$ cat src/rtl/core/spcs_pkg.sv
// Shared types and constants for the sprite column span scaler core.
// Used by spcs_span_calc and sprite_column_span_scaler_core; no dependencies.
`timescale 1ns / 1ps
`default_nettype none

package spcs_pkg;

    // Field widths
    localparam int ACC_W      = 29;
    localparam int STEP_W     = 22;
    localparam int CENTER_W   = 12;
    localparam int VIEW_W     = 11;
    localparam int COL_W      = 10;
    localparam int INDEX_W    = 6;
    localparam int TEXEL_W    = 8;
    localparam int ROW_W      = 14;
    localparam int START_W    = 10;
    localparam int COUNT_W    = 11;

    // Port widths
    localparam int CFG_IDX_W  = 3;
    localparam int CFG_DATA_W = 22;
    localparam int S_DATA_W   = 16;
    localparam int M_DATA_W   = 40;

    // Limits
    localparam logic signed [ROW_W-1:0] ROW_MAX  = 14'sd8191;
    localparam logic [VIEW_W-1:0]       VIEW_MAX = 11'd1024;

    // Register reset values
    localparam logic [STEP_W-1:0] STEP_RESET = 22'd65536;
    localparam logic [VIEW_W-1:0] VIEW_RESET = 11'd200;

    typedef enum logic [CFG_IDX_W-1:0] {
        CFG_STEP_SCALE = 3'd0,
        CFG_ROW_CENTER = 3'd1,
        CFG_VIEW_ROWS  = 3'd2,
        CFG_COLUMN_X   = 3'd3,
        CFG_CLOAKED    = 3'd4
    } cfg_index_t;

    typedef struct packed {
        logic [STEP_W-1:0]          step_scale;
        logic signed [CENTER_W-1:0] row_center;
        logic [VIEW_W-1:0]          view_rows;
        logic [COL_W-1:0]           column_x;
        logic                       cloaked;
    } spcs_cfg_t;

    typedef struct packed {
        logic [ACC_W-1:0]        acc;
        logic signed [ROW_W-1:0] prev_row;
        logic                    stopped;
    } spcs_state_t;

    typedef struct packed {
        logic [COL_W-1:0]   column;
        logic               translucent;
        logic [TEXEL_W-1:0] color;
        logic [COUNT_W-1:0] row_count;
        logic [START_W-1:0] row_start;
    } spcs_result_t;

endpackage

`default_nettype wire

$ cat src/rtl/core/spcs_span_calc.sv
// Per-texel span arithmetic: accumulator reload/advance, end row, clipping.
// Depends on spcs_pkg.
`timescale 1ns / 1ps
`default_nettype none

module spcs_span_calc #(
    parameter int FRAC_BITS = 16
) (
    input  spcs_pkg::spcs_cfg_t                  cfg,
    input  spcs_pkg::spcs_state_t                state,
    input  logic                                 segment_first,
    input  logic [spcs_pkg::INDEX_W-1:0]         texel_index,
    input  logic [spcs_pkg::TEXEL_W-1:0]         texel_value,
    output spcs_pkg::spcs_state_t                state_next,
    output logic                                 res_valid,
    output spcs_pkg::spcs_result_t               result
);
    import spcs_pkg::*;

    localparam int IW    = ACC_W - FRAC_BITS;
    localparam int SUM_W = IW + 2;
    localparam int PROD_W = INDEX_W + STEP_W;

    function automatic logic [ACC_W-1:0] acc_sat(input logic [ACC_W:0] v);
        return v[ACC_W] ? {ACC_W{1'b1}} : v[ACC_W-1:0];
    endfunction

    // Integer part plus center, saturated at the top row limit
    function automatic logic signed [ROW_W-1:0] end_row(
        input logic [ACC_W-1:0]          a,
        input logic signed [CENTER_W-1:0] rc
    );
        logic signed [SUM_W-1:0] s;
        logic signed [SUM_W-1:0] lim;
        lim = SUM_W'(ROW_MAX);
        s = $signed({2'b00, a[ACC_W-1:FRAC_BITS]}) + SUM_W'(rc);
        return (s > lim) ? ROW_MAX : s[ROW_W-1:0];
    endfunction

    logic [PROD_W-1:0]          prod;
    logic [ACC_W-1:0]           first_acc;
    logic [VIEW_W-1:0]          view_eff;
    logic signed [ROW_W-1:0]    view_s;
    logic [ACC_W-1:0]           base_acc;
    logic signed [ROW_W-1:0]    base_prev;
    logic                       base_stop;
    logic [ACC_W:0]             sum_acc;
    logic [ACC_W-1:0]           new_acc;
    logic signed [ROW_W-1:0]    new_end;
    logic signed [ROW_W-1:0]    start_c;
    logic signed [ROW_W-1:0]    stop_c;
    logic signed [ROW_W-1:0]    count;

    assign prod      = PROD_W'(texel_index) * PROD_W'(cfg.step_scale);
    assign first_acc = acc_sat((ACC_W+1)'(prod));
    assign view_eff  = (cfg.view_rows > VIEW_MAX) ? VIEW_MAX : cfg.view_rows;
    assign view_s    = $signed({{(ROW_W-VIEW_W){1'b0}}, view_eff});

    // Segment start reloads the accumulator and end row
    assign base_acc  = segment_first ? first_acc : state.acc;
    assign base_prev = segment_first ? end_row(first_acc, cfg.row_center) : state.prev_row;
    assign base_stop = segment_first ? 1'b0 : state.stopped;

    assign sum_acc = {1'b0, base_acc} + (ACC_W+1)'(cfg.step_scale);
    assign new_acc = acc_sat(sum_acc);
    assign new_end = end_row(new_acc, cfg.row_center);

    assign start_c = base_prev[ROW_W-1] ? '0 : base_prev;
    assign stop_c  = (new_end > view_s) ? view_s : new_end;
    assign count   = stop_c - start_c;

    always_comb
    begin
        state_next.acc      = base_acc;
        state_next.prev_row = base_prev;
        state_next.stopped  = base_stop;
        res_valid           = 1'b0;
        if (!base_stop)
        begin
            if (base_prev >= view_s)
            begin
                state_next.stopped = 1'b1;
            end
            else
            begin
                state_next.acc = new_acc;
                if (new_end[ROW_W-1])
                begin
                    state_next.prev_row = new_end;
                end
                else
                begin
                    state_next.prev_row = stop_c;
                    res_valid = !count[ROW_W-1] && (count != '0);
                end
            end
        end
    end

    assign result.row_start   = start_c[START_W-1:0];
    assign result.row_count   = count[COUNT_W-1:0];
    assign result.color       = texel_value;
    assign result.translucent = cfg.cloaked;
    assign result.column      = cfg.column_x;

endmodule

`default_nettype wire

$ cat src/rtl/core/sprite_column_span_scaler_core.sv
// Top level of the sprite column span scaler: stream ports, config registers,
// input and result registers. Depends on spcs_pkg and spcs_span_calc.
//
// Scales one sprite column vertically, one texel word per cycle unless the
// span output stalls. A word with tuser set opens a segment and reloads the
// 13.16 accumulator with texel_index * step_scale; every texel then adds
// step_scale, and the screen rows between the previous and the new end row,
// clipped to [0, view_rows) with view_rows capped at 1024, go out as one span
// word. Texels of a segment whose span starts at or below the view bottom are
// dropped, as are empty spans, so a texel gives zero or one output word. The
// accumulator, end row and clip all close in the single compute step between
// the input register and the result register, so the state loop never stalls
// the stream. The span word is loaded into the result register as its texel
// leaves the input register. Write configuration only while no words are in
// flight; writes take effect on the next texel.
`timescale 1ns / 1ps
`default_nettype none

module sprite_column_span_scaler_core #(
    parameter int FRAC_BITS = 16
) (
    input  logic                                clk,
    input  logic                                rst_n,
    // Configuration write port
    input  logic                                cfg_we,
    input  logic [spcs_pkg::CFG_IDX_W-1:0]      cfg_index,
    input  logic [spcs_pkg::CFG_DATA_W-1:0]     cfg_data,
    // Texel stream
    input  logic                                s_tvalid,
    output logic                                s_tready,
    input  logic [spcs_pkg::S_DATA_W-1:0]       s_tdata,   // texel_index[5:0], texel_value[13:6], pad
    input  logic                                s_tuser,   // segment_first
    // Span stream
    output logic                                m_tvalid,
    input  logic                                m_tready,
    output logic [spcs_pkg::M_DATA_W-1:0]       m_tdata,   // row_start[9:0], row_count[20:10],
                                                           // color[28:21], column[38:29], pad
    output logic                                m_tuser    // translucent
);
    import spcs_pkg::*;

    // Configuration registers
    spcs_cfg_t cfg_reg;

    always_ff @(posedge clk or negedge rst_n)
    begin
        if (!rst_n)
        begin
            cfg_reg.step_scale <= STEP_RESET;
            cfg_reg.row_center <= '0;
            cfg_reg.view_rows  <= VIEW_RESET;
            cfg_reg.column_x   <= '0;
            cfg_reg.cloaked    <= 1'b0;
        end
        else if (cfg_we)
        begin
            case (cfg_index)
                CFG_STEP_SCALE: cfg_reg.step_scale <= cfg_data[STEP_W-1:0];
                CFG_ROW_CENTER: cfg_reg.row_center <= $signed(cfg_data[CENTER_W-1:0]);
                CFG_VIEW_ROWS:  cfg_reg.view_rows  <= cfg_data[VIEW_W-1:0];
                CFG_COLUMN_X:   cfg_reg.column_x   <= cfg_data[COL_W-1:0];
                CFG_CLOAKED:    cfg_reg.cloaked    <= cfg_data[0];
                default:        ;   // unused index: drop the write
            endcase
        end
    end

    // Input register
    logic                in_valid_reg;
    logic                in_valid_next;
    logic                in_first_reg;
    logic [INDEX_W-1:0]  in_index_reg;
    logic [TEXEL_W-1:0]  in_value_reg;
    logic                s_accept;
    logic                advance;

    // Result register and column state
    logic                out_valid_reg;
    logic                out_valid_next;
    spcs_result_t        res_reg;
    spcs_state_t         state_reg;

    spcs_state_t         state_next;
    logic                calc_valid;
    spcs_result_t        calc_result;

    // Move a texel through compute whenever the result slot is free or draining
    assign advance       = in_valid_reg && (!out_valid_reg || m_tready);
    assign s_tready      = !in_valid_reg || advance;
    assign s_accept      = s_tvalid && s_tready;
    assign in_valid_next = s_accept || (in_valid_reg && !advance);

    always_comb
    begin
        out_valid_next = out_valid_reg;
        if (advance)
        begin
            out_valid_next = calc_valid;
        end
        else if (m_tready)
        begin
            out_valid_next = 1'b0;
        end
    end

    always_ff @(posedge clk or negedge rst_n)
    begin
        if (!rst_n)
        begin
            in_valid_reg  <= 1'b0;
            out_valid_reg <= 1'b0;
            state_reg     <= '0;
        end
        else
        begin
            in_valid_reg  <= in_valid_next;
            out_valid_reg <= out_valid_next;
            if (advance)
            begin
                state_reg <= state_next;
            end
        end
    end

    // Payload: hold when stalled, no reset needed
    always_ff @(posedge clk)
    begin
        if (s_accept)
        begin
            in_first_reg <= s_tuser;
            in_index_reg <= s_tdata[INDEX_W-1:0];
            in_value_reg <= s_tdata[INDEX_W+TEXEL_W-1:INDEX_W];
        end
        if (advance && calc_valid)
        begin
            res_reg <= calc_result;
        end
    end

    spcs_span_calc #(
        .FRAC_BITS (FRAC_BITS)
    ) u_calc (
        .cfg           (cfg_reg),
        .state         (state_reg),
        .segment_first (in_first_reg),
        .texel_index   (in_index_reg),
        .texel_value   (in_value_reg),
        .state_next    (state_next),
        .res_valid     (calc_valid),
        .result        (calc_result)
    );

    assign m_tvalid = out_valid_reg;
    assign m_tdata  = {1'b0, res_reg.column, res_reg.color, res_reg.row_count,
                       res_reg.row_start};
    assign m_tuser  = res_reg.translucent;

endmodule

`default_nettype wire

$ cat config.mk
export PLATFORM = sky130hd
export DESIGN_NAME = sprite_column_span_scaler_core
export DESIGN_NICKNAME = d
export VERILOG_FILES = /design/src/rtl/core/spcs_pkg.sv /design/src/rtl/core/spcs_span_calc.sv /design/src/rtl/core/sprite_column_span_scaler_core.sv
export SDC_FILE = /design/constraint.sdc
export NUM_CORES = 1
export LEC_CHECK = 0
export ABC_CLOCK_PERIOD_IN_PS = 20400
export BUFFER_PORTS_ARGS = -buffer_cell sky130_fd_sc_hd__buf_2
export CAP_MARGIN = 30
export CORE_ASPECT_RATIO = 0.6
export CORE_MARGIN = 1.5
export CORE_UTILIZATION = 45
export DETAILED_ROUTE_END_ITERATION = 10
export PLACE_DENSITY = 0.62
export SYNTH_ARGS = -nofsm -noshare
export SYNTH_HDL_FRONTEND = slang
export SYNTH_HIERARCHICAL = 1
export SYNTH_SLANG_ARGS = --single-unit
$ cat constraint.sdc
create_clock -name clk -period 20.4 [get_ports clk]
set_input_delay 5.1 -clock clk [delete_from_list [all_inputs] [get_ports clk]]
set_output_delay 5.1 -clock clk [all_outputs]
set_load 0.005 [all_outputs]
[Yosys cells after proc, flatten, opt, wreduce, memory -nomap -nowiden]
Index checks and enable logic that the tools add are counted.
Operators by class
  add/sub/neg operators: 4
  $mul: 1
  $lt $le $gt $ge: 5
  eq/ne operators: 4
  muxes and demuxes: 18
  reductions and logical operators: 20
Operators with widths (number)
  2-to-1 mux 14 bit: 5
  2-to-1 mux 29 bit: 2
  2-to-1 mux 44 bit: 1
  2-to-1 mux 43 bit: 1
  adder 29 x 22 -> 30 bit: 1
  greater-than comparator 15 x 14 -> 1 bit, second input constant: 2
  multiplier 6 x 22 -> 28 bit: 1
  adder 14 x 12 -> 15 bit: 1
  adder 13 x 12 -> 14 bit: 1
  >= comparator 14 x 12 -> 1 bit: 1
  greater-than comparator 14 x 12 -> 1 bit: 1
  nonzero test 14 bit: 1
  subtractor 14 bit: 1
  2-to-1 mux 13 bit: 1
  greater-than comparator 11 bit, second input constant: 1
  2-to-1 mux 11 bit: 1
  AND reduction 2 bit: 5
  2-to-1 mux 1 bit: 7
  equality test 3 x 2 -> 1 bit, second input constant: 2
  logical AND 1 bit: 5
  logical NOT 1 bit: 4
  equality test 3 x 1 -> 1 bit, second input constant: 1
  equality test 3 bit, second input constant: 1
  logical NOT 3 bit: 1
  other kinds (2): 4
Storage, ports and cells
  register bits: 157
  bits of input ports: 47
  output and inout bits: 43
  logic and storage cells: 70

[Logic depth before layout (Yosys ltp)]
Gate-level depths: netlist of the first run.
  depth in word-level cells: 16
  depth in mapped cells: 60
  depth with buffers taken out: 56

[By module]
The synthesis of the first run kept the hierarchy.
By module, submodules not included
  spcs_span_calc: times used 1, cells each 1310, area an instance 9681.8 µm², seq. area each 0.0 µm²
  sprite_column_span_scaler_core: times used 1, cells each 283, area an instance 5529.1 µm², seq. area each 4209.0 µm²

[Worst setup path after synthesis of the first run]
Ideal clock, no wire load.
  kind: register -> register
  start point: reg in_index_reg[4]
  end point: reg res_reg (netlist bit m_tdata[0]), enable pin
  library setup time: 437 ps
  data arrival time: 13617 ps
  data required time: 19963 ps
  path slack: 6345 ps
  cell stages (with the launch flop): 57
  cell sequence: edfxtp_1 -> clkbuf_1 -> and2_1 -> fa_1 -> fa_1 -> inv_1 -> fa_1 -> inv_1 -> ha_1 -> a21o_1 -> a21o_1 -> a2111oi_0 -> o21a_1 -> nor2_1 -> a21oi_1 -> o21bai_1 -> xnor2_1 -> mux2_2 -> (+21 left out) -> a221oi_1 -> o221ai_2 -> buf_4 -> a21oi_1 -> nor2_1 -> ha_1 -> nor2b_1 -> o21ai_0 -> a21boi_0 -> o211ai_1 -> a21oi_1 -> a2111oi_0 -> o21ai_0 -> xor2_1 -> nor4_1 -> nor4_1 -> nand2_1 -> nor2_1
On the way
  cells in the longest elaborated chain, start to end: 16
RTL lines
  start, declared: RTL line sprite_column_span_scaler_core.sv:72  | logic [INDEX_W-1:0] in_index_reg;
  start signal, assigned: RTL line sprite_column_span_scaler_core.sv:131  | in_index_reg <= s_tdata[INDEX_W-1:0];
  multiplier 6 x 22 -> 28 bit *: RTL line spcs_span_calc.sv:54  | assign prod = PROD_W'(texel_index) * PROD_W'(cfg.step_scale);
  2-to-1 mux 29 bit: RTL line spcs_span_calc.sv:60  | assign base_acc = segment_first ? first_acc : state.acc;
  adder 29 x 22 -> 30 bit: RTL line spcs_span_calc.sv:64  | assign sum_acc = {1'b0, base_acc} + (ACC_W+1)'(cfg.step_scale);
  2-to-1 mux 29 bit: RTL line spcs_span_calc.sv:25  | return v[ACC_W] ? {ACC_W{1'b1}} : v[ACC_W-1:0];
  adder 14 x 12 -> 15 bit: RTL line spcs_span_calc.sv:36  | s = $signed({2'b00, a[ACC_W-1:FRAC_BITS]}) + SUM_W'(rc);
  greater-than comparator 15 x 14 -> 1 bit: RTL line spcs_span_calc.sv:37  | return (s > lim) ? ROW_MAX : s[ROW_W-1:0];
  2-to-1 mux 14 bit: RTL line spcs_span_calc.sv:37
  greater-than comparator 14 x 12 -> 1 bit: RTL line spcs_span_calc.sv:69  | assign stop_c = (new_end > view_s) ? view_s : new_end;
  2-to-1 mux 14 bit: RTL line spcs_span_calc.sv:69
  subtractor 14 bit: RTL line spcs_span_calc.sv:70  | assign count = stop_c - start_c;
  nonzero test 14 bit or logical NOT 1 bit (tied branches): RTL line spcs_span_calc.sv:94  | res_valid = !count[ROW_W-1] && (count != '0);
  logical AND 1 bit: RTL line spcs_span_calc.sv:94
  2-to-1 mux 1 bit: RTL line spcs_span_calc.sv:87  | if (new_end[ROW_W-1])
  2-to-1 mux 1 bit *: RTL line spcs_span_calc.sv:80  | if (base_prev >= view_s)
  2-to-1 mux 1 bit *: RTL line spcs_span_calc.sv:78  | if (!base_stop)
  via calc_valid: RTL line sprite_column_span_scaler_core.sv:84  | logic calc_valid;
  logical AND 1 bit *: RTL line sprite_column_span_scaler_core.sv:134  | if (advance && calc_valid)
  end signal, assigned: RTL line sprite_column_span_scaler_core.sv:136  | res_reg <= calc_result;
  end, declared: RTL line sprite_column_span_scaler_core.sv:80  | spcs_result_t res_reg;
The timed path passes the listed nets; every way through them passes the cells marked *.
A chain may end at the register's enable or synchronous reset.

[Final worst setup path of the first run]
  start point: reg in_index_reg[1]
  end point: reg res_reg (netlist bit m_tdata[7]), enable pin
Same word-level chain as after synthesis.

==> results of run 1 <==
==> logic make-up (layout without fill, tap and decap cells) <==
logic type               Yosys count  in the layout  share of synthesized area
adder cells (fa/ha/maj)          202            202                      0.208
buffers and inverters            213            274                     0.0616
multiplexers                     134            134                     0.0988
other                              1              2                   0.000247
AO/OA/AOI/OAI                    352            352                      0.157
AND/OR/NAND/NOR                  461            461                      0.155
XOR/XNOR                          73             73                     0.0420
flip-flops                       157            157                      0.277
==> how the worst max path moves through the flow <==
stage | from | to | slack (ns) | cells after the start
finish | in_index_reg[1]$_DFFE_PP_ | m_tdata[7]$_DFFE_PP_ | 3.17 | 58
global route | in_index_reg[1]$_DFFE_PP_ | m_tdata[20]$_DFFE_PP_ | 2.03 | 58
CTS | in_index_reg[1]$_DFFE_PP_ | m_tdata[18]$_DFFE_PP_ | 3.61 | 58
detailed placement | in_index_reg[1]$_DFFE_PP_ | m_tdata[20]$_DFFE_PP_ | 3.72 | 58
global placement | in_index_reg[4]$_DFFE_PP_ | m_tdata[19]$_DFFE_PP_ | 3.26 | 56
floorplan | in_index_reg[4]$_DFFE_PP_ | m_tdata[0]$_DFFE_PP_ | 6.35 | 56
==> synthesized netlist by cell type (9+ instances only) <==
cell type    n
xor2_1      27
fa_1        85
mux2_2     128
a21oi_1     96
a31o_2      10
o21a_1      22
clkbuf_1    33
nand3_1     28
o21ai_0     45
and3_1      15
inv_1      138
o31ai_1     12
nor2b_1     17
edfxtp_1    55
and2_1     108
o211ai_1    11
a31oi_1     21
nand2_1    146
dfrtp_1     98
nand2b_1    13
ha_1       117
buf_4       22
nor3_1      10
nand4_1      9
a211oi_1    15
a21o_1      37
xnor2_1     46
a21boi_0    10
nor2_1      76
==> layer usage <==
metal	part of all wire	GRT usage	up-vias
met2	0.39	0.323	430
li1	-	-	5682
met1	0.53	0.393	6046
met4	0.010	0.0516	0
met5	0	0	-
met3	0.079	0.0584	26
==> critical path: cells and delay by family, from the launching register on <==
family / cells / cell delay [ns]
compound gates: 19 / 5.74
simple gates: 20 / 5.03
fa+ha+maj: 9 / 3.40
buf+inv: 7 / 1.10
flops: 1 / 0.93
xor+xnor: 2 / 0.36
mux: 1 / 0.30
==> final cells by class <==
class | instances | area, um^2
multi-input combinational | 1223 | 10100
timing repair buffer | 103 | 598
sequential | 157 | 4210
fill | 3086 | 16300
tap | 450 | 563
clock inverter | 15 | 183
inverter | 139 | 522
clock buffer | 17 | 425
antenna | 1 | 2.50
==> per-stage QoR <==
stage	cell area [um^2]	hold slack, ns
final	16600	0.406
after global routing	16600	0.425
after CTS	16500	0.415
after detailed placement	15900	0.405
after global placement	15900	0.401
after floorplan	15200	0.471
==> flow_summary_export.csv, run 1 <==
group,metric,value,unit
grt,grt_pass1_vias,11900,
worst_setup_path,arrival,17.38,ns
min_path,min_from,"in_value_reg[3]$_DFFE_PP_",
timing,finalHoldViolations,0,
route,drc,0,
grt,antenna_found_initial,2,
final_layout,drive_gt1_frac,0.180,
synth,async_reset_ff_frac,0.650,
clocking,post_cts_buffers,0,
clocking,cts-root-buf,"clkbuf_16",
place,gp_congestion,0.903,
worst_setup_path,worstPathRequired,20.55,ns
clocking,clkLatencyLatePin,0.45,ns
worst_setup_path,path_class,"flip-flop to flip-flop",
clocking,postCtsResizedCells,0,
synth,ys.flop_type,"dfrtp_1",
synth,synth_area_leader_cell,"dfrtp_1",
clocking,clkSinkCount,157,
place,dp_cells,2071,
synth,yosys_warnings,6,
timing,period_needed,17.23,ns
clocking,cts_tree,"yes",
timing,drv_slew,0,
final_layout,area_growth,8.97,%
final_layout,final_common_cell,"nand2_1",
floorplanning,core-area,0.0329,mm^2
worst_setup_path,crit_top_cell,"nand2_1",
clocking,cts_max_level,4,
synth,yosysTopAreaCellShare,0.161,
timing,setup_slack,3.17,ns
worst_setup_path,r2r_setup_slack,3.17,ns
route,drtPass1Iterations,5,
synth,synth_area_leaders,"dfrtp_1, fa_1, edfxtp_1, ha_1, mux2_2",
floorplanning,chipWidth,240,um
timing,finalClockSkew,0.0180,ns
floorplanning,die-area,0.0349,mm^2
timing,setup_viol,0,
worst_setup_path,cp_slowest_cell,"edfxtp_1",
floorplanning,io_pins,90,
route,post_drt_wl_per_cell,19.6,um
place,place_ws,3.72,ns
grt,grt_overflow_total,0,
synth,ys_types,84,
timing,tightestPinTransition,0.912,ns
floorplanning,start_util,0.463,
synth,ys_ff_latch,157,
floorplanning,die_h,145,um
worst_setup_path,cp-start-kind,"flip-flop",
worst_setup_path,r2r-start,"in_index_reg[1]$_DFFE_PP_",
grt,grt_max_degree,72,
worst_setup_path,endpoint_kind,"flip-flop",
clocking,clkTransAtPathRegs,0.08,ns
clocking,clockBufferDepth,2,
floorplanning,floorplan.rows,51,
route,drt_wl_total,41.2,mm
place,io_buffer_count,86,
worst_setup_path,critPathMaxStageDelay,0.93,ns
route,detailroute.via_count,12200,
synth,synthCells,1593,
final_layout,finalNetCount,1890,
grt,grt_pass1_wl,66.4,mm
grt,grtUsageTotal,0.244,
worst_setup_path,r2r-end,"m_tdata[7]$_DFFE_PP_",
flow_run,maxCapViolCount,0,
route,ant_nets,0,
min_path,hold_path_end,"m_tdata[24]$_DFFE_PP_",
synth,synth-edff-count,55,
final_layout,largest_reg_flops,56,
clocking,hold_buffers,0,
clocking,numCtsBuffers,17,
min_path,hold_depth,0,
final_layout,post-route-util,0.504,
final_layout,final_cell_mix,"nand2_1, inv_1, mux2_2",
timing,fmax,58.0,MHz
min_path,min_path_type,"flip-flop to flip-flop",
synth,netlist_area,0.0152,mm^2
route,drtIter0Drc,852,
timing,fin_crit_sh,0.845,
final_layout,stdcell_count,2105,
worst_setup_path,reg2regPathDepth,58,
worst_setup_path,cp_max_fo,23,
synth,synth_nets,1842,
synth,yosysSeqAreaShare,0.277,
timing,setup-tns-final,0,ns
timing,rsz0062_at_grt,"no",
timing,max_slew_margin,0.376,
route,avgViaCountPerCell,5.79,
place,dp_hpwl,31.4,mm
synth,avgSynthCellArea,9.55,um^2
run_status,status,"completed",
Power of run 1 is not shown: default switching activity piles up to over one toggle a cycle in this logic, so the estimate is an artifact.
==> inputs of run 2 (changes only) <==
ABC_AREA = 1   (was unset)
ABC_CLOCK_PERIOD_IN_PS = 15200   (was 20400)
PLACE_DENSITY = 0.64   (was 0.62)
clock period = 15.2 ns   (was 20.4 ns; I/O delays follow)
==> flow_summary_export.csv, run 2 <==
group,metric,value,unit
floorplanning,die_h,147,um
synth,async_reset_ff_frac,0.650,
clocking,numCtsBuffers,17,
route,drc,0,
route,avgViaCountPerCell,5.35,
grt,grt_pass1_vias,13500,
floorplanning,die-area,0.0357,mm^2
final_layout,n_antenna_cell,0,
route,post_drt_wl_per_cell,17.9,um
clocking,clockBufferDepth,2,
timing,fin_crit_sh,0.934,
final_layout,final_common_cell,"nand2_1",
timing,setup_viol,0,
synth,synth-edff-count,55,
grt,antenna_found_initial,0,
grt,grt_overflow_total,0,
worst_setup_path,worstPathRequired,15.28,ns
synth,ys.flop_type,"dfrtp_1",
route,detailroute.via_count,14200,
final_layout,drive_gt1_frac,0.0888,
floorplanning,core-area,0.0339,mm^2
synth,synth_compound_area_frac,0.0881,
timing,period_needed,14.19,ns
worst_setup_path,critPathMaxStageDelay,0.98,ns
route,drt_wl_total,47.6,mm
clocking,postCtsResizedCells,0,
synth,avgSynthCellArea,7.25,um^2
final_layout,finalNetCount,2431,
worst_setup_path,cp_slowest_cell,"edfxtp_1",
floorplanning,floorplan.rows,52,
worst_setup_path,arrival,14.28,ns
grt,grt_max_degree,69,
synth,yosysTopAreaCellShare,0.170,
timing,tightestPinTransition,1.00,ns
synth,synthCells,2146,
timing,setup_slack,1.01,ns
synth,ys_types,50,
synth,synth_top_family_by_area,"simple AND/OR/NAND/NOR gates",
clocking,cts_max_level,4,
clocking,clkTransAtPathRegs,0.08,ns
timing,drv_slew,0,
timing,finalClockSkew,0.0139,ns
floorplanning,start_util,0.459,
synth,synth_nets,2395,
min_path,min_path_type,"flip-flop to flip-flop",
synth,yosysMostFrequentCell,"nand2_1",
worst_setup_path,cp_max_fo,40,
run_status,status,"completed",
synth,netlist_area,0.0156,mm^2
route,ant_nets,0,
timing,max_slew_margin,0.329,
route,drtPass1Iterations,5,
synth,yosys_warnings,6,
clocking,cts-root-buf,"clkbuf_16",
flow_run,maxCapViolCount,0,
timing,setup-tns-final,0,ns
synth,ys_ff_latch,157,
grt,grtUsageTotal,0.275,
worst_setup_path,crit_top_cell,"nand2_1",
synth,synth.top_cells.by_count,"nand2_1, inv_1, nand3_1",
final_layout,area_growth,8.34,%
place,gp_congestion,0.991,
final_layout,final_cell_mix,"nand2_1, inv_1, nand3_1",
place,io_buffer_count,86,
synth,yosysSeqAreaShare,0.270,
worst_setup_path,path_class,"flip-flop to flip-flop",
floorplanning,io_pins,90,
grt,grt_pass1_wl,75.7,mm
synth,synth_mux_area_frac,0.000643,
synth,yosys.area_share.simple,0.291,
clocking,clkSinkCount,157,
worst_setup_path,endpoint_kind,"flip-flop",
final_layout,largest_reg_flops,56,
timing,fmax,70.5,MHz
route,drtIter0Drc,1621,
place,place_ws,1.37,ns
timing,finalHoldViolations,0,
synth,synthAdderAreaFrac,0.203,
floorplanning,chipWidth,243,um
place,dp_hpwl,36.4,mm
timing,rsz0062_at_grt,"no",
clocking,clkLatencyLatePin,0.46,ns
synth,synth_area_leaders,"nand2_1, dfrtp_1, fa_1, edfxtp_1, ha_1",
synth,synth_area_leader_cell,"nand2_1",
synth,synthXorXnorAreaFrac,0.0332,
clocking,cts_tree,"yes",
worst_setup_path,cp-start-kind,"flip-flop",
[run 2: cells by family (layout without fill, tap and decap cells)]
family	count (synthesis)	in the layout
adder cells (fa/ha/maj)	202	202
flip-flops	157	157
other	1	1
AO/OA/AOI/OAI	238	238
AND/OR/NAND/NOR	1076	1076
XOR/XNOR	59	59
buffers and inverters	412	461
multiplexers	1	1
[run 2: path summary, 6_finish.rpt]
path / startpoint / endpoint / slack (ns) / cells after the start
setup / recovery: in_index_reg[2]$_DFFE_PP_ / m_tdata[22]$_DFFE_PP_ / 1.01 / 67
hold / removal: in_value_reg[3]$_DFFE_PP_ / m_tdata[24]$_DFFE_PP_ / 0.41 / 0
min in group asynchronous: rst_n / state_reg[21]$_DFFE_PN0P_ / 3.30 / 1
hold reg to reg: in_value_reg[3]$_DFFE_PP_ / m_tdata[24]$_DFFE_PP_ / 0.41 / 0
setup reg to reg: in_index_reg[2]$_DFFE_PP_ / m_tdata[22]$_DFFE_PP_ / 1.01 / 67
max in group asynchronous: rst_n / cfg_reg[47]$_DFFE_PN0P_ / 10.58 / 2
[run 2: cell type report]
class                   instances  area, um^2
fillers                      3413       17000
repair buffers                101         582
flip-flops and latches        157        4210
inverters                     328        1230
multi-input cells            1577        9610
clock buffers                  18         429
well taps                     459         574
clock inverters                14         223
[run 2: metal layers]
layer  share of wire  track usage  vias to the layer above
met3            0.12       0.0897                       31
met2            0.36        0.353                      572
li1                -            -                     6845
met4          0.0075       0.0407                        0
met1            0.52        0.440                     6741
met5               0            0                        -
[run 2: what timing repair did]
| item | CTS | global route |
|---|---|---|
| setup buffers | 0 | 3 |
| hold buffers | 0 | 0 |
| setup endpoints to repair | 0 | 40 |
[run 2: critical path: cells and delay by family (launching register included)]
| family | cells | cell delay [ns] |
|---|---|---|
| AOI/OAI and AO/OA | 11 | 2.34 |
| xor gates and xnor gates | 1 | 0.45 |
| adders and majority gates | 10 | 3.68 |
| buffers and inverters | 10 | 1.15 |
| DFF | 1 | 0.98 |
| and+or+nand+nor | 35 | 5.11 |
[run 2: stage by stage]
stage | utilization | area, um^2 | hold slack, ns | cells
CTS | 0.496 | 16800 | 0.411 | 2651
floorplan | - | 15600 | 0.434 | 2146
global placement | 0.476 | 16100 | 0.402 | 2617
detailed placement | 0.477 | 16200 | 0.418 | 2619
finish | 0.497 | 16900 | 0.411 | 2654
global route | 0.497 | 16900 | 0.415 | 2654
Power of run 2 is left out for the same reason.
==> inputs of run 3 (changes only) <==
PLACE_DENSITY = 0.6   (was 0.64)
==> flow_summary_export.csv, run 3 (synthesis gave the netlist of run 2 again) <==
group,metric,value,unit
worst_setup_path,critPathMaxStageDelay,1.06,ns
grt,grtUsageTotal,0.276,
clocking,cts_max_level,4,
place,dp_cells,2620,
final_layout,largest_reg_flops,56,
route,drtIter0Drc,1690,
timing,fmax,70.3,MHz
floorplanning,start_util,0.459,
grt,grt_max_degree,68,
worst_setup_path,arrival,14.32,ns
timing,tightestPinTransition,1.07,ns
grt,grt_pass1_wl,75.0,mm
timing,drv_slew,0,
clocking,clockBufferDepth,2,
clocking,clkTransAtPathRegs,0.08,ns
clocking,cts-root-buf,"clkbuf_16",
timing,fin_crit_sh,0.936,
run_status,status,"completed",
final_layout,finalNetCount,2429,
floorplanning,io_pins,90,
route,drtPass1Iterations,6,
place,io_buffer_count,86,
final_layout,n_antenna_cell,0,
grt,grt_overflow_total,0,
timing,finalClockSkew,0.0165,ns
final_layout,drive_gt1_frac,0.0880,
route,avgViaCountPerCell,5.32,
clocking,numCtsBuffers,17,
worst_setup_path,endpoint_kind,"flip-flop",
min_path,hold_path_end,"m_tdata[22]$_DFFE_PP_",
timing,rsz0062_at_grt,"no",
clocking,postCtsResizedCells,0,
final_layout,multi_input_area,0.00961,mm^2
min_path,min_path_type,"flip-flop to flip-flop",
final_layout,regArea,0.00421,mm^2
worst_setup_path,cp_slowest_cell,"edfxtp_1",
worst_setup_path,path_class,"flip-flop to flip-flop",
min_path,min_from,"in_value_reg[1]$_DFFE_PP_",
worst_setup_path,r2r-end,"m_tdata[27]$_DFFE_PP_",
route,drc,0,
floorplanning,die-area,0.0357,mm^2
clocking,hold_buffers,0,
final_layout,area_growth,8.16,%
floorplanning,core-area,0.0339,mm^2
clocking,clkLatencyLatePin,0.46,ns
grt,grt_pass1_vias,13000,
route,drt_wl_total,48.2,mm
timing,max_slew_margin,0.288,
route,detailroute.via_count,14100,
worst_setup_path,r2r_setup_slack,0.97,ns
worst_setup_path,reg2regPathDepth,69,
clocking,post_cts_buffers,0,
worst_setup_path,cp-start-kind,"flip-flop",
timing,period_needed,14.23,ns
floorplanning,chipWidth,243,um
final_layout,stdcell_count,2652,
clocking,cts_tree,"yes",
worst_setup_path,cp_max_fo,40,
min_path,hold_depth,0,
worst_setup_path,crit_top_cell,"nand2_1",
floorplanning,die_h,147,um
clocking,clkSinkCount,157,
route,post_drt_wl_per_cell,18.2,um
timing,finalHoldViolations,0,
floorplanning,floorplan.rows,52,
final_layout,final_common_cell,"nand2_1",
final_layout,post-route-util,0.497,
worst_setup_path,worstPathRequired,15.29,ns
place,gp_congestion,0.968,
flow_run,maxCapViolCount,0,
route,ant_nets,0,
place,dp_hpwl,37.2,mm
timing,setup-tns-final,0,ns
final_layout,fill_cells,3380,
final_layout,final_cell_mix,"nand2_1, inv_1, nand3_1",
grt,antenna_found_initial,0,
timing,setup_viol,0,
worst_setup_path,r2r-start,"in_index_reg[3]$_DFFE_PP_",
## run 3: changes by cell type in the layout (fill, tap and decap cells not counted), sizes merged
| cell | before | now |
|---|---|---|
| buf | 101 | 99 |
| bufinv | 4 | 3 |
| clkinvlp | 0 | 1 |
| clkbuf | 18 | 19 |
| inv | 336 | 335 |
## run 3: final cells by class
class	instances	share of cell area
inverter	328	0.0731
multi-input combinational	1577	0.571
timing repair buffer	99	0.0330
sequential	157	0.250
clock buffer	19	0.0270
clock inverter	13	0.0117
tap	459	0.0341
## run 3: metal layers
layer	wire length [um]	vias to the layer above	track usage
met5	0	-	0
li1	-	6855	-
met1	25200	6658	0.447
met4	590	0	0.0519
met2	17100	565	0.341
met3	5360	41	0.0941
## run 3: worst max-delay path by stage
stage | to | cells past startpoint | from | slack [ns]
4_1_cts | m_tdata[27]$_DFFE_PP_ | 69 | in_index_reg[5]$_DFFE_PP_ | 1.33
3_3_place_gp | m_tdata[22]$_DFFE_PP_ | 69 | in_index_reg[4]$_DFFE_PP_ | 1.51
2_1_floorplan | m_tdata[0]$_DFFE_PP_ | 73 | in_index_reg[5]$_DFFE_PP_ | 3.15
3_5_place_dp | m_tdata[22]$_DFFE_PP_ | 69 | in_index_reg[5]$_DFFE_PP_ | 1.41
5_1_grt | m_tdata[27]$_DFFE_PP_ | 69 | in_index_reg[4]$_DFFE_PP_ | 0.007
6_report | m_tdata[27]$_DFFE_PP_ | 69 | in_index_reg[3]$_DFFE_PP_ | 0.97
## run 3: per-stage QoR
stage                     area [um^2]  worst slack (ns)  hold slack [ns]
after floorplan                 15600              3.15            0.434
after global placement          16100              1.51            0.402
after detailed placement        16200              1.41            0.407
after CTS                       16800              1.33            0.430
after global routing            16800           0.00663            0.430
final                           16800             0.966            0.426
## run 3: critical path: cells and delay by family, from the launching register on
family | cells | cell delay, ns
AOI/OAI and AO/OA | 9 | 2.04
xor gates and xnor gates | 1 | 0.38
adders and majority gates | 9 | 3.40
buffers and inverters | 9 | 1.07
DFF | 1 | 1.06
and+or+nand+nor | 41 | 5.80
Power of run 3 is left out for the same reason.
